===== config.mk =====
export PLATFORM = sky130hd
export DESIGN_NAME = onewire_rom_search_engine
export DESIGN_NICKNAME = d
export VERILOG_FILES = /design/src/design/ors_pkg.sv /design/src/design/ors_engine.sv /design/src/design/ors_rsp_queue.sv /design/src/design/onewire_rom_search_engine.sv
export VERILOG_INCLUDE_DIRS = /design/src /design/src/design
export SDC_FILE = /design/constraint.sdc
export NUM_CORES = 1
export LEC_CHECK = 0
export BUFFER_PORTS_ARGS = -buffer_cell sky130_fd_sc_hd__buf_4
export CORE_MARGIN = 1.5
export CORE_UTILIZATION = 59
export CTS_CLUSTER_DIAMETER = 30
export CTS_CLUSTER_SIZE = 10
export DETAILED_ROUTE_END_ITERATION = 8
export HOLD_SLACK_MARGIN = 0.12
export PLACE_DENSITY_LB_ADDON = 0.12
export SLEW_MARGIN = 40
export SYNTH_ARGS = -nofsm -noshare
export SYNTH_HDL_FRONTEND = slang
export SYNTH_SLANG_ARGS = --single-unit

===== constraint.sdc =====
create_clock -name clock -period 4.78 [get_ports clock]
set_input_delay 0.717 -clock clock [delete_from_list [all_inputs] [get_ports clock]]
set_output_delay 0.717 -clock clock [all_outputs]
set_load 0.02 [all_outputs]

===== src/design/onewire_rom_search_engine_defines.svh =====
// Assertion macros of the 1-Wire ROM search engine, used by ors_rsp_queue.
// Each macro expects signals named clock and reset in the scope where it is used.
`ifndef ONEWIRE_ROM_SEARCH_ENGINE_DEFINES_SVH
`define ONEWIRE_ROM_SEARCH_ENGINE_DEFINES_SVH

// Checks that a condition holds at every clock edge outside reset.
`define ORS_ASSERT(label, cond, msg) \
   label: assert property (@(posedge clock) disable iff (reset) (cond)) else $error(msg);

// Checks that a consequence holds in the same cycle as its cause.
`define ORS_ASSERT_IMPL(label, cause, effect, msg) \
   label: assert property (@(posedge clock) disable iff (reset) (cause) |-> (effect)) \
      else $error(msg);

// Checks that a consequence holds in the cycle after its cause.
`define ORS_ASSERT_NEXT(label, cause, effect, msg) \
   label: assert property (@(posedge clock) disable iff (reset) (cause) |=> (effect)) \
      else $error(msg);

`endif


===== src/design/ors_pkg.sv =====
// Types and constants of the 1-Wire ROM search engine.
// Used by ors_engine, ors_rsp_queue and onewire_rom_search_engine; no dependencies.
package ors_pkg;

   localparam int BRANCH_W   = 7;
   localparam int ROM_CODE_W = 64;
   localparam int COUNT_W    = 16;
   localparam int CSR_DATA_W = 16;
   localparam int BUNDLE_MAX = 3;

   localparam logic [BRANCH_W-1:0] NO_BRANCH      = 7'h7F;
   localparam logic [7:0]          SEARCH_CMD_RST = 8'hF0;
   localparam logic [COUNT_W-1:0]  COUNT_MAX      = 16'hFFFF;

   typedef enum logic [1:0] {
      CMD_START       = 2'd0,
      CMD_RESET_REPLY = 2'd1,
      CMD_BIT_PAIR    = 2'd2
   } command_type;

   typedef enum logic [2:0] {
      ACT_RESET_BUS  = 3'd0,
      ACT_SEND_CMD   = 3'd1,
      ACT_WRITE_BIT  = 3'd2,
      ACT_FOUND      = 3'd3,
      ACT_DONE       = 3'd4
   } action_type;

   typedef enum logic [1:0] {
      ST_COMPLETE  = 2'd0,
      ST_NO_DEVICE = 2'd1,
      ST_BUS_ERROR = 2'd2
   } status_type;

   typedef enum logic [1:0] {
      PH_IDLE  = 2'd0,
      PH_RESET = 2'd1,
      PH_BITS  = 2'd2
   } phase_type;

   typedef enum logic [1:0] {
      CSR_SEARCH_COMMAND = 2'd0,
      CSR_MAX_DEVICES    = 2'd1
   } csr_index_type;

   typedef struct packed {
      logic [1:0] command;
      logic       present;
      logic       bit_a;
      logic       bit_b;
   } req_type;

   typedef struct packed {
      logic [2:0]            action;
      logic [7:0]            command_byte;
      logic                  write_bit;
      logic [ROM_CODE_W-1:0] rom_code;
      logic [COUNT_W-1:0]    device_count;
      logic [1:0]            status;
      logic                  last;
   } rsp_type;

   // Up to three results caused by one input transaction, with shared payload.
   typedef struct packed {
      logic [1:0]                  count;
      action_type [BUNDLE_MAX-1:0] act;
      logic [7:0]                  command_byte;
      logic                        write_bit;
      logic [ROM_CODE_W-1:0]       rom_code;
      logic [COUNT_W-1:0]          device_count;
      status_type                  status;
   } bundle_type;

endpackage


===== src/design/ors_engine.sv =====
// Search state and per-transaction decision logic of the 1-Wire ROM search.
// Depends on ors_pkg; feeds a result bundle to ors_rsp_queue.
module ors_engine
   import ors_pkg::*;
#(
   parameter int ROM_BITS = 64
) (
   input  logic               clock,
   input  logic               reset,
   input  logic               accept,
   input  req_type            req,
   input  logic [7:0]         search_command,
   input  logic [COUNT_W-1:0] max_devices,
   output bundle_type         bundle
);

   localparam int PW = $clog2(ROM_BITS);
   localparam logic [PW-1:0] LAST_IDX = PW'(ROM_BITS - 1);

   phase_type             phase_ff, phase_in;
   logic [ROM_BITS-1:0]   code_ff, code_in;
   logic [PW-1:0]         pos_ff, pos_in;
   logic [BRANCH_W-1:0]   branch_ff, branch_in;
   logic [BRANCH_W-1:0]   next_branch_ff, next_branch_in;
   logic                  final_ff, final_in;
   logic [COUNT_W-1:0]    found_ff, found_in;

   logic                  is_start, reply_ok, pair_ok, pair_err, zero_pair;
   logic [BRANCH_W-1:0]   idx_ext;
   logic                  take_branch, beyond, new_branch, wbit, last_bit;
   logic                  final_after, keep_going;
   logic [ROM_BITS-1:0]   code_upd;
   logic [COUNT_W-1:0]    found_inc;

   assign is_start    = req.command == CMD_START;
   assign reply_ok    = (req.command == CMD_RESET_REPLY) && (phase_ff == PH_RESET);
   assign pair_ok     = (req.command == CMD_BIT_PAIR) && (phase_ff == PH_BITS);
   assign pair_err    = req.bit_a && req.bit_b;
   assign zero_pair   = !req.bit_a && !req.bit_b;
   assign idx_ext     = BRANCH_W'(pos_ff);
   assign take_branch = branch_ff == idx_ext;
   assign beyond      = branch_ff[BRANCH_W-1] || (idx_ext > branch_ff);
   assign new_branch  = zero_pair && !take_branch && (beyond || !code_ff[pos_ff]);
   assign wbit        = zero_pair ? !new_branch : req.bit_a;
   assign last_bit    = pos_ff == LAST_IDX;
   assign final_after = final_ff && !new_branch;
   assign found_inc   = (found_ff == COUNT_MAX) ? found_ff : found_ff + COUNT_W'(1);
   assign keep_going  = !final_after &&
                        ((max_devices == '0) || (found_inc < max_devices));

   always_comb begin
      code_upd         = code_ff;
      code_upd[pos_ff] = wbit;
   end

   always_comb begin
      phase_in = phase_ff;
      if (accept) begin
         if (is_start) begin
            phase_in = PH_RESET;
         end else if (reply_ok) begin
            phase_in = req.present ? PH_BITS : PH_IDLE;
         end else if (pair_ok) begin
            if (pair_err) begin
               phase_in = PH_IDLE;
            end else if (last_bit) begin
               phase_in = keep_going ? PH_RESET : PH_IDLE;
            end
         end
      end
   end

   always_comb begin
      code_in        = code_ff;
      pos_in         = pos_ff;
      branch_in      = branch_ff;
      next_branch_in = next_branch_ff;
      final_in       = final_ff;
      found_in       = found_ff;

      bundle              = '0;
      bundle.act[0]       = ACT_WRITE_BIT;
      bundle.act[1]       = ACT_FOUND;
      bundle.act[2]       = ACT_DONE;
      bundle.command_byte = search_command;
      bundle.write_bit    = wbit;
      bundle.rom_code     = ROM_CODE_W'(code_upd);
      bundle.device_count = found_inc;
      bundle.status       = ST_COMPLETE;

      if (accept) begin
         if (is_start) begin
            code_in        = '0;
            pos_in         = '0;
            branch_in      = NO_BRANCH;
            next_branch_in = NO_BRANCH;
            final_in       = 1'b0;
            found_in       = '0;
            bundle.count   = 2'd1;
            bundle.act[0]  = ACT_RESET_BUS;
         end else if (reply_ok) begin
            branch_in    = next_branch_ff;
            final_in     = 1'b1;
            bundle.count = 2'd1;
            if (req.present) begin
               pos_in        = '0;
               bundle.act[0] = ACT_SEND_CMD;
            end else begin
               found_in            = '0;
               bundle.act[0]       = ACT_DONE;
               bundle.device_count = '0;
               bundle.status       = ST_NO_DEVICE;
            end
         end else if (pair_ok) begin
            if (pair_err) begin
               bundle.count        = 2'd1;
               bundle.act[0]       = ACT_DONE;
               bundle.device_count = found_ff;
               bundle.status       = ST_BUS_ERROR;
            end else begin
               code_in  = code_upd;
               final_in = final_after;
               if (new_branch) begin
                  next_branch_in = idx_ext;
               end
               if (last_bit) begin
                  found_in     = found_inc;
                  bundle.count = 2'd3;
                  if (keep_going) begin
                     bundle.act[2] = ACT_RESET_BUS;
                  end
               end else begin
                  pos_in       = pos_ff + PW'(1);
                  bundle.count = 2'd1;
               end
            end
         end
      end
   end

   always_ff @(posedge clock) begin
      if (reset) begin
         phase_ff       <= PH_IDLE;
         code_ff        <= '0;
         pos_ff         <= '0;
         branch_ff      <= NO_BRANCH;
         next_branch_ff <= NO_BRANCH;
         final_ff       <= 1'b0;
         found_ff       <= '0;
      end else begin
         phase_ff       <= phase_in;
         code_ff        <= code_in;
         pos_ff         <= pos_in;
         branch_ff      <= branch_in;
         next_branch_ff <= next_branch_in;
         final_ff       <= final_in;
         found_ff       <= found_in;
      end
   end

endmodule


===== src/design/ors_rsp_queue.sv =====
// Result register that holds the results of one transaction and hands them out in order.
// Depends on ors_pkg and onewire_rom_search_engine_defines.svh.
`include "onewire_rom_search_engine_defines.svh"

module ors_rsp_queue
   import ors_pkg::*;
(
   input  logic       clock,
   input  logic       reset,
   input  logic       req_valid,
   output logic       req_ready,
   input  bundle_type bundle,
   output logic       rsp_valid,
   input  logic       rsp_ready,
   output rsp_type    rsp_data
);

   logic [1:0]                  cnt_ff, cnt_in;
   action_type [BUNDLE_MAX-1:0] act_ff, act_in;
   logic [7:0]                  cmd_ff;
   logic                        wbit_ff;
   logic [ROM_CODE_W-1:0]       rom_ff;
   logic [COUNT_W-1:0]          count_ff;
   status_type                  status_ff;
   logic                        accept, take, load;

   assign rsp_valid = cnt_ff != 2'd0;
   assign req_ready = (cnt_ff == 2'd0) || ((cnt_ff == 2'd1) && rsp_ready);
   assign accept    = req_valid && req_ready;
   assign take      = rsp_valid && rsp_ready;
   assign load      = accept && (bundle.count != 2'd0);

   always_comb begin
      cnt_in = cnt_ff;
      act_in = act_ff;
      if (load) begin
         cnt_in = bundle.count;
         act_in = bundle.act;
      end else if (take) begin
         cnt_in    = cnt_ff - 2'd1;
         act_in[0] = act_ff[1];
         act_in[1] = act_ff[2];
      end
   end

   always_ff @(posedge clock) begin
      if (reset) begin
         cnt_ff <= 2'd0;
      end else begin
         cnt_ff <= cnt_in;
      end
   end

   always_ff @(posedge clock) begin
      act_ff <= act_in;
      if (load) begin
         cmd_ff    <= bundle.command_byte;
         wbit_ff   <= bundle.write_bit;
         rom_ff    <= bundle.rom_code;
         count_ff  <= bundle.device_count;
         status_ff <= bundle.status;
      end
   end

   always_comb begin
      rsp_data              = '0;
      rsp_data.action       = act_ff[0];
      rsp_data.last         = cnt_ff == 2'd1;
      case (act_ff[0])
         ACT_SEND_CMD: begin
            rsp_data.command_byte = cmd_ff;
         end
         ACT_WRITE_BIT: begin
            rsp_data.write_bit = wbit_ff;
         end
         ACT_FOUND: begin
            rsp_data.rom_code = rom_ff;
         end
         ACT_DONE: begin
            rsp_data.device_count = count_ff;
            rsp_data.status       = status_ff;
         end
         default: begin
            rsp_data.action = act_ff[0];
         end
      endcase
   end

   `ORS_ASSERT_IMPL(a_no_accept_busy, cnt_ff > 2'd1, !req_ready, "accepted while results pending")
   `ORS_ASSERT_IMPL(a_bundle_size, accept, bundle.count != 2'd2, "illegal result count")
   `ORS_ASSERT_NEXT(a_load_count, load, cnt_ff == $past(bundle.count), "result count not loaded")
   `ORS_ASSERT_IMPL(a_found_not_last, rsp_valid && (act_ff[0] == ACT_FOUND), !rsp_data.last,
                    "device found ended a transaction")

endmodule


===== src/design/onewire_rom_search_engine.sv =====
// Top level of the 1-Wire ROM search engine: configuration registers and channel wiring.
// Depends on ors_pkg, ors_engine and ors_rsp_queue.
//
//   Channel   Direction  Handshake              Payload
//   req_      in         req_valid/req_ready    req_data (req_type)
//   rsp_      out        rsp_valid/rsp_ready    rsp_data (rsp_type)
//   csr_      in         csr_we, no wait        csr_index, csr_wdata
//
// A transaction is decided in the cycle it is accepted; its results appear from the next
// cycle on, one per cycle while rsp_ready is high: one to three depending on the step of
// the search, none for a command out of phase. The result register holds one transaction's
// results, so a new transaction is taken when it is empty or its last result is being
// delivered: one transaction per cycle if each causes one result and rsp_ready stays high.
// Reset is synchronous; no stall on the result side loses or repeats a result.
module onewire_rom_search_engine
   import ors_pkg::*;
#(
   parameter int ROM_BITS = 64
) (
   input  logic                  clock,
   input  logic                  reset,
   input  logic                  req_valid,
   output logic                  req_ready,
   input  req_type               req_data,
   output logic                  rsp_valid,
   input  logic                  rsp_ready,
   output rsp_type               rsp_data,
   input  logic                  csr_we,
   input  logic [1:0]            csr_index,
   input  logic [CSR_DATA_W-1:0] csr_wdata
);

   logic [7:0]         search_command_ff;
   logic [COUNT_W-1:0] max_devices_ff;
   logic               accept;
   bundle_type         bundle;

   assign accept = req_valid && req_ready;

   always_ff @(posedge clock) begin
      if (reset) begin
         search_command_ff <= SEARCH_CMD_RST;
         max_devices_ff    <= '0;
      end else if (csr_we) begin
         case (csr_index)
            CSR_SEARCH_COMMAND: begin
               search_command_ff <= csr_wdata[7:0];
            end
            CSR_MAX_DEVICES: begin
               max_devices_ff <= csr_wdata[COUNT_W-1:0];
            end
            default: begin
               search_command_ff <= search_command_ff;
            end
         endcase
      end
   end

   ors_engine #(
      .ROM_BITS(ROM_BITS)
   ) u_engine (
      .clock          (clock),
      .reset          (reset),
      .accept         (accept),
      .req            (req_data),
      .search_command (search_command_ff),
      .max_devices    (max_devices_ff),
      .bundle         (bundle)
   );

   ors_rsp_queue u_rsp_queue (
      .clock     (clock),
      .reset     (reset),
      .req_valid (req_valid),
      .req_ready (req_ready),
      .bundle    (bundle),
      .rsp_valid (rsp_valid),
      .rsp_ready (rsp_ready),
      .rsp_data  (rsp_data)
   );

endmodule


Word level (Yosys, flattened, before mapping) --
Index checks and enable logic that the tools add are counted.
Storage, ports and cells: flip-flop bits (word level) 229, input bits 28, logic and storage cells 166
Cells by class: $add $sub $neg 3, magnitude comparators 4, equal/unequal tests 19, muxes and demuxes 72, bitwise gates (word level) 3, reductions and logical operators 47
Operator list (number):
- 64-bit two-way mux | 5
- 18-bit two-way mux | 7
- 16-bit two-way mux | 7
- 64-bit bitwise mux | 1
- 7-bit two-way mux | 7
- 3-bit two-way mux | 13
- 6-bit two-way mux | 6
- 2-bit two-way mux | 12
- 16-bit by 1-bit adder with 16-bit output, second input constant | 1
- 16-bit == test, second input constant | 1
- 16-bit logical NOT | 1
- 16-bit < comparator | 1
- 5-bit AND reduction | 3
- 1-bit logical AND | 13
- 2-bit nonzero test | 6
- 5-bit two-way mux | 2
- 1-bit two-way mux | 9
- 2-bit by 1-bit == test with 1-bit output, second input constant | 4
- 8-bit two-way mux | 1
- 7-bit by 6-bit == test with 1-bit output | 1
- 6-bit by 7-bit > comparator with 1-bit output | 1
- 6-bit by 7-bit < comparator with 1-bit output, second input constant | 1
- 6-bit by 1-bit adder with 6-bit output, second input constant | 1
- 1-bit binary-select mux with 6-bit select | 1
- other kinds (22) | 43

Longest topological paths before layout --
depth in word-level cells 19, mapped depth 15, gate-level depth less buffers 15

Cells and area by module --
Synthesis repeated with hierarchy kept, for this count alone.
Second synthesis, totals: cell total of the unflattened synthesis 1340, area total of the unflattened synthesis 12240.5 um^2
Modules (own cells, without submodules):
- ors_engine | times used 1, cells an instance 1004, area each 7241.9 um^2
- ors_rsp_queue | times used 1, cells an instance 233, area each 3940.0 um^2
- onewire_rom_search_engine | times used 1, cells an instance 103, area each 1058.5 um^2

Worst setup path before layout --
No wires, ideal clock.
path type input port to flip-flop, from input rsp_ready, to register u_rsp_queue.act_ff[8] in the netlist's numbering (enable), data arrival time 3.291 ns, data required time 4.334 ns, setup slack 1.043 ns, stages 5, buffers on the path 1, path through a21o_1 -> and2_1 -> o21ai_0 -> clkbuf_1 -> inv_1
On the way: word-level cells in the longest chain between the ends 6
RTL lines:
- start: declaration | RTL line onewire_rom_search_engine.sv:26 | input logic rsp_ready,
- 1-bit logical AND (*) | RTL line ors_rsp_queue.sv:28 | assign req_ready = (cnt_ff == 2'd0) || ((cnt_ff == 2'd1) && rsp_ready);
- 1-bit logical OR (*) | RTL line ors_rsp_queue.sv:28
- 1-bit logical AND (*) | RTL line ors_rsp_queue.sv:29, onewire_rom_search_engine.sv:38
- 5-bit two-way mux | RTL line ors_engine.sv:91 | if (accept) begin
- 2-bit nonzero test | RTL line ors_rsp_queue.sv:31 | assign load = accept && (bundle.count != 2'd0);
- 1-bit logical AND (*) | RTL line ors_rsp_queue.sv:31
- via u_rsp_queue.load | RTL line ors_rsp_queue.sv:25 | logic accept, take, load;
- end signal: assignment | RTL line ors_rsp_queue.sv:55 | act_ff <= act_in;
- end: declaration | RTL line ors_rsp_queue.sv:19 | action_type [BUNDLE_MAX-1:0] act_ff, act_in;
Mark *: on every way through the listed nets, which the timed path passes. The rest lies on a longest branch. A chain may end at the register's enable or synchronous reset.

Worst setup path in the final report --
from register u_engine.found_ff[0], to register u_engine.phase_ff[0]
On the way: word-level cells in the longest chain between the ends 11, elaborated cells between the ends (all ways) 12, those cells by class add/sub: 1; order compare: 1; eq/ne: 1; mux: 7; reduce/logical: 2
RTL lines:
- start: declaration | RTL line ors_engine.sv:26 | logic [COUNT_W-1:0] found_ff, found_in;
- start signal: assignment | RTL line ors_engine.sv:157 | found_ff <= found_in;
- 16-bit by 1-bit adder with 16-bit output / 16-bit == test (equally long branches) | RTL line ors_engine.sv:47 | assign found_inc = (found_ff == COUNT_MAX) ? found_ff : found_ff + COUNT_W'(1);
- 16-bit two-way mux (*) | RTL line ors_engine.sv:47
- 16-bit < comparator (*) | RTL line ors_engine.sv:49 | ((max_devices == '0) || (found_inc < max_devices));
- 1-bit logical OR (*) | RTL line ors_engine.sv:49
- 1-bit logical AND (*) | RTL line ors_engine.sv:48 | assign keep_going = !final_after &&
- 1-bit two-way mux (*) | RTL line ors_engine.sv:67 | phase_in = keep_going ? PH_RESET : PH_IDLE;
- 2-bit two-way mux (*) | RTL line ors_engine.sv:66 | end else if (last_bit) begin
- 2-bit two-way mux (*) | RTL line ors_engine.sv:64 | if (pair_err) begin
- 2-bit two-way mux (*) | RTL line ors_engine.sv:63 | end else if (pair_ok) begin
- 2-bit two-way mux (*) | RTL line ors_engine.sv:61 | end else if (reply_ok) begin
- 2-bit two-way mux (*) | RTL line ors_engine.sv:59 | if (is_start) begin
- end signal: assignment | RTL line ors_engine.sv:151 | phase_ff <= phase_in;
- end: declaration | RTL line ors_engine.sv:20 | phase_type phase_ff, phase_in;
Mark *: on every way between the ends. The rest lies on a longest branch, timed or not. The select of a mux whose other input is x is not followed.

==> key figures <==
GRT
  • Gr usage total: 28.83%
  • Antenna violations before repair: 0
  • Largest net degree at the start of global routing: 69
  • First-pass GRT wire length: 46980 um
  • Grt ovf: 0
  • Vias in the first global route: 9207

STA
  • Max Slew Vio Count: 0
  • Final Hold Viols: 0
  • Slew HR: 41.98%
  • Setup Skew: 0.01920 ns
  • Worst slew pin tran: 0.8681 ns
  • # setup viols final: 0
  • Setup TNS: 0 ns
  • Fmax: 260.5 MHz
  • RSZ-0062 raised after global routing: no
  • Crit share post-route: 80.32%
  • Fin crit period: 3.839 ns

CTS
  • H-Tree Depth: 2
  • Clk_lat worst skew: 0.53 ns
  • Clock-pin transition on the worst setup and hold timing paths: 0.05 ns
  • Setup bufs post-CTS: 0
  • CTS tree: yes
  • Longest Clk Path Bufs: 3
  • Hold-fix buffers, CTS: 0
  • Root buffer cell: clkbuf_16
  • Clk sink count: 226
  • Total CTS buffers: 45
  • Post-CTS Resized: 0

Min path
  • Worst hold path class: in -> reg

Floorplan
  • Die H: 143.5 um
  • Io pins: 125
  • Rows: 51
  • Core box area: 19400 um^2
  • Initial Util: 60.06%
  • Total die area: 20600 um^2
  • Die Wd: 143.5 um

Pwr
  • Max VDD drop: 0.4728 mV
  • Cell leakage power: 5.495 nW
  • PD cells: 406.3 nW/um^2

Setup path
  • CP arrival: 4.27 ns
  • CP endpoint kind: register
  • Critical Path Start Type: register
  • WP data required: 5.21 ns
  • WS Path Type: reg -> reg
  • Max FO, Critical Path: 7

Finish
  • Multi-input gate area: 5658 um^2
  • Fillers: 1457
  • Ant diodes: 0
  • Final core utilization: 73.36%
  • Register Area: 5475 um^2
  • Share of cells above drive strength 1: 19.75%
  • Final net count: 1445
  • Area delta synth->final: 22.14%

Placement
  • DP Wirelength: 18850 um
  • IO buf count: 124
  • RD Place Congestion: 0.8495

Synthesis
  • Cell taking the most area after synthesis: edfxtp_1
  • Library cells used by synthesis: 70
  • Synth Instances: 1302
  • YS warnings: 0
  • Area contributors post-synth: edfxtp_1 (24%), dfxtp_1 (23%), nor2_1 (5.5%)
  • Yosys reg bits: 226
  • Per-instance average area after synthesis: 8.949 um^2
  • Top cell type's share of synthesized area: 24.48%
  • Top FF cell, synth: dfxtp_1
  • Synth Net Count: 1355
  • Sequential-to-total area share from yosys stat: 46.99%
  • EDFF count, synth: 95
  • Post-Syn Area: 11650 um^2
  • Ys async rst share: 0%

Drt
  • DR vias: 9971
  • DR vias/cell: 5.890
  • Post-route ant nets: 0
  • Router iterations before antenna repair: 6
  • Post-Route WL: 29460 um
  • 1st-iter DRT viols: 883
  • Wire per inst: 17.40 um
  • Drc violations: 0

Outcome
  • Status: finished clean

Job
  • Max cap viols: 0
stage by stage:
step	area [um^2]	power, W	cells	worst slack, ns	hold slack, ns
6_report	14230	0.005782	1693	0.9408	0.4148
5_1_grt	14230	0.005968	1693	0.5508	0.4110
2_1_floorplan	11650	0.002483	1302	1.043	0.4005
3_5_place_dp	12690	0.002694	1610	0.9897	0.4122
4_1_cts	14230	0.005803	1693	0.9762	0.4043
3_3_place_gp	12670	0.002682	1610	1.119	0.4060
worst max-delay path: stages (launching register included):
cell,delay [ns]
dfxtp_1,0.48
ha_1,0.28
nand4_1,0.19
nor3_1,0.62
and3_1,0.33
nand3_1,0.12
xnor2_1,0.27
ha_1,0.30
nand4_1,0.12
nor2_1,0.06
nor3_1,0.12
a21oi_1,0.10
o31ai_2,0.34
o2111ai_1,0.16
a311oi_1,0.26
area by class of cell:
cell class | instances | area share (%)
well taps | 265 | 2.330
multi-input cells | 944 | 39.76
clock buffers | 60 | 9.337
flip-flops and latches | 226 | 38.47
repair buffers | 144 | 7.772
inverters | 31 | 0.8265
clock inverters | 23 | 1.503
flip-flops by register name, summed over array words and instances, names as in the netlist:
| register | count |
|---|---|
| u_rsp_queue.cnt_ff | 2 |
| u_rsp_queue.rom_ff | 64 |
| u_engine.branch_ff | 7 |
| u_engine.next_branch_ff | 7 |
| u_engine.pos_ff | 6 |
| u_rsp_queue.count_ff | 16 |
| u_rsp_queue.wbit_ff | 1 |
| u_engine.found_ff | 16 |
| u_engine.final_ff | 1 |
| u_engine.phase_ff | 2 |
| u_rsp_queue.status_ff | 2 |
| u_rsp_queue.act_ff | 3 |
| max_devices_ff | 16 |
| u_rsp_queue.rsp_data | 3 |
| u_engine.code_ff | 64 |
| search_command_ff | 8 |
| u_rsp_queue.cmd_ff | 8 |
cell usage after synthesis (3+ instances only):
cell type / instances
o31ai_2: 31
or2_2: 4
mux2_2: 6
o21ai_0: 98
a31oi_1: 4
edfxtp_1: 95
o31ai_1: 10
mux2i_1: 12
buf_2: 24
or4_1: 3
nand2_1: 122
buf_4: 9
a22o_1: 8
a21oi_1: 117
and2_1: 97
nor3b_1: 6
nand3b_1: 8
o21ai_1: 42
xnor2_1: 8
inv_1: 31
nand4_1: 8
nand2b_1: 19
clkbuf_1: 60
nor2b_1: 14
dfxtp_1: 131
o22ai_1: 10
nor3_1: 15
and3_1: 6
a211o_1: 4
nor4_1: 4
a21o_1: 5
a22oi_1: 11
mux4_2: 7
nor2_1: 170
xor2_1: 5
or3_1: 6
buf_1: 6
nand3_1: 17
o32a_1: 6
ha_1: 25
placed cells by master (no fill, tap or decap), drive strengths merged, types with 6 or more instances in the layout:
cell	n
a22o	8
or3	6
inv	35
nand3b	8
mux2i	12
o21ai	140
ha	25
a22oi	11
o31ai	41
nor4	6
nand2b	19
xnor2	9
and3	6
nand3	17
nor2	170
a21oi	117
buf	144
nand4	9
nor3b	6
o32a	6
o22ai	10
nand2	122
nor3	15
clkbuf	60
clkinv	12
mux2	6
mux4	7
and2	97
nor2b	14
dfxtp	131
edfxtp	95
kinds of logic after synthesis:
family,count (synthesis),share of synthesized area (%)
AOI/OAI and AO/OA,371,20.15
xor gates and xnor gates,14,1.117
adders and majority gates,25,2.685
buffers and inverters,132,4.875
DFF,226,46.99
muxes,25,2.964
and+or+nand+nor,509,21.22
report_power, final:
| part | internal (W) | switching (W) |
|---|---|---|
| clock network | 0.00211 | 0.00101 |
| registers | 0.00208 | 0.0000334 |
| logic | 0.000210 | 0.000336 |
| total | 0.00440 | 0.00138 |
worst paths after layout:
path,cells past startpoint,start,slack [ns],end
worst max-delay path,14,u_engine.found_ff[0],0.94,u_engine.phase_ff[0]
worst min-delay path,2,csr_wdata[4],0.41,search_command_ff[4]
worst max register to register,14,u_engine.found_ff[0],0.94,u_engine.phase_ff[0]
worst min register to register,0,search_command_ff[4],0.43,u_rsp_queue.cmd_ff[4]
metal layers:
layer / GRT usage [%] / wire, um / up-vias
met5: 0 / 0 / -
met1: 37.59 / 12420 / 4649
met3: 5.365 / 1887 / 76
met2: 47.62 / 14250 / 432
li1: - / - / 4814
met4: 11.06 / 902 / 0
Note: power is estimated with default switching activity, not from simulation.
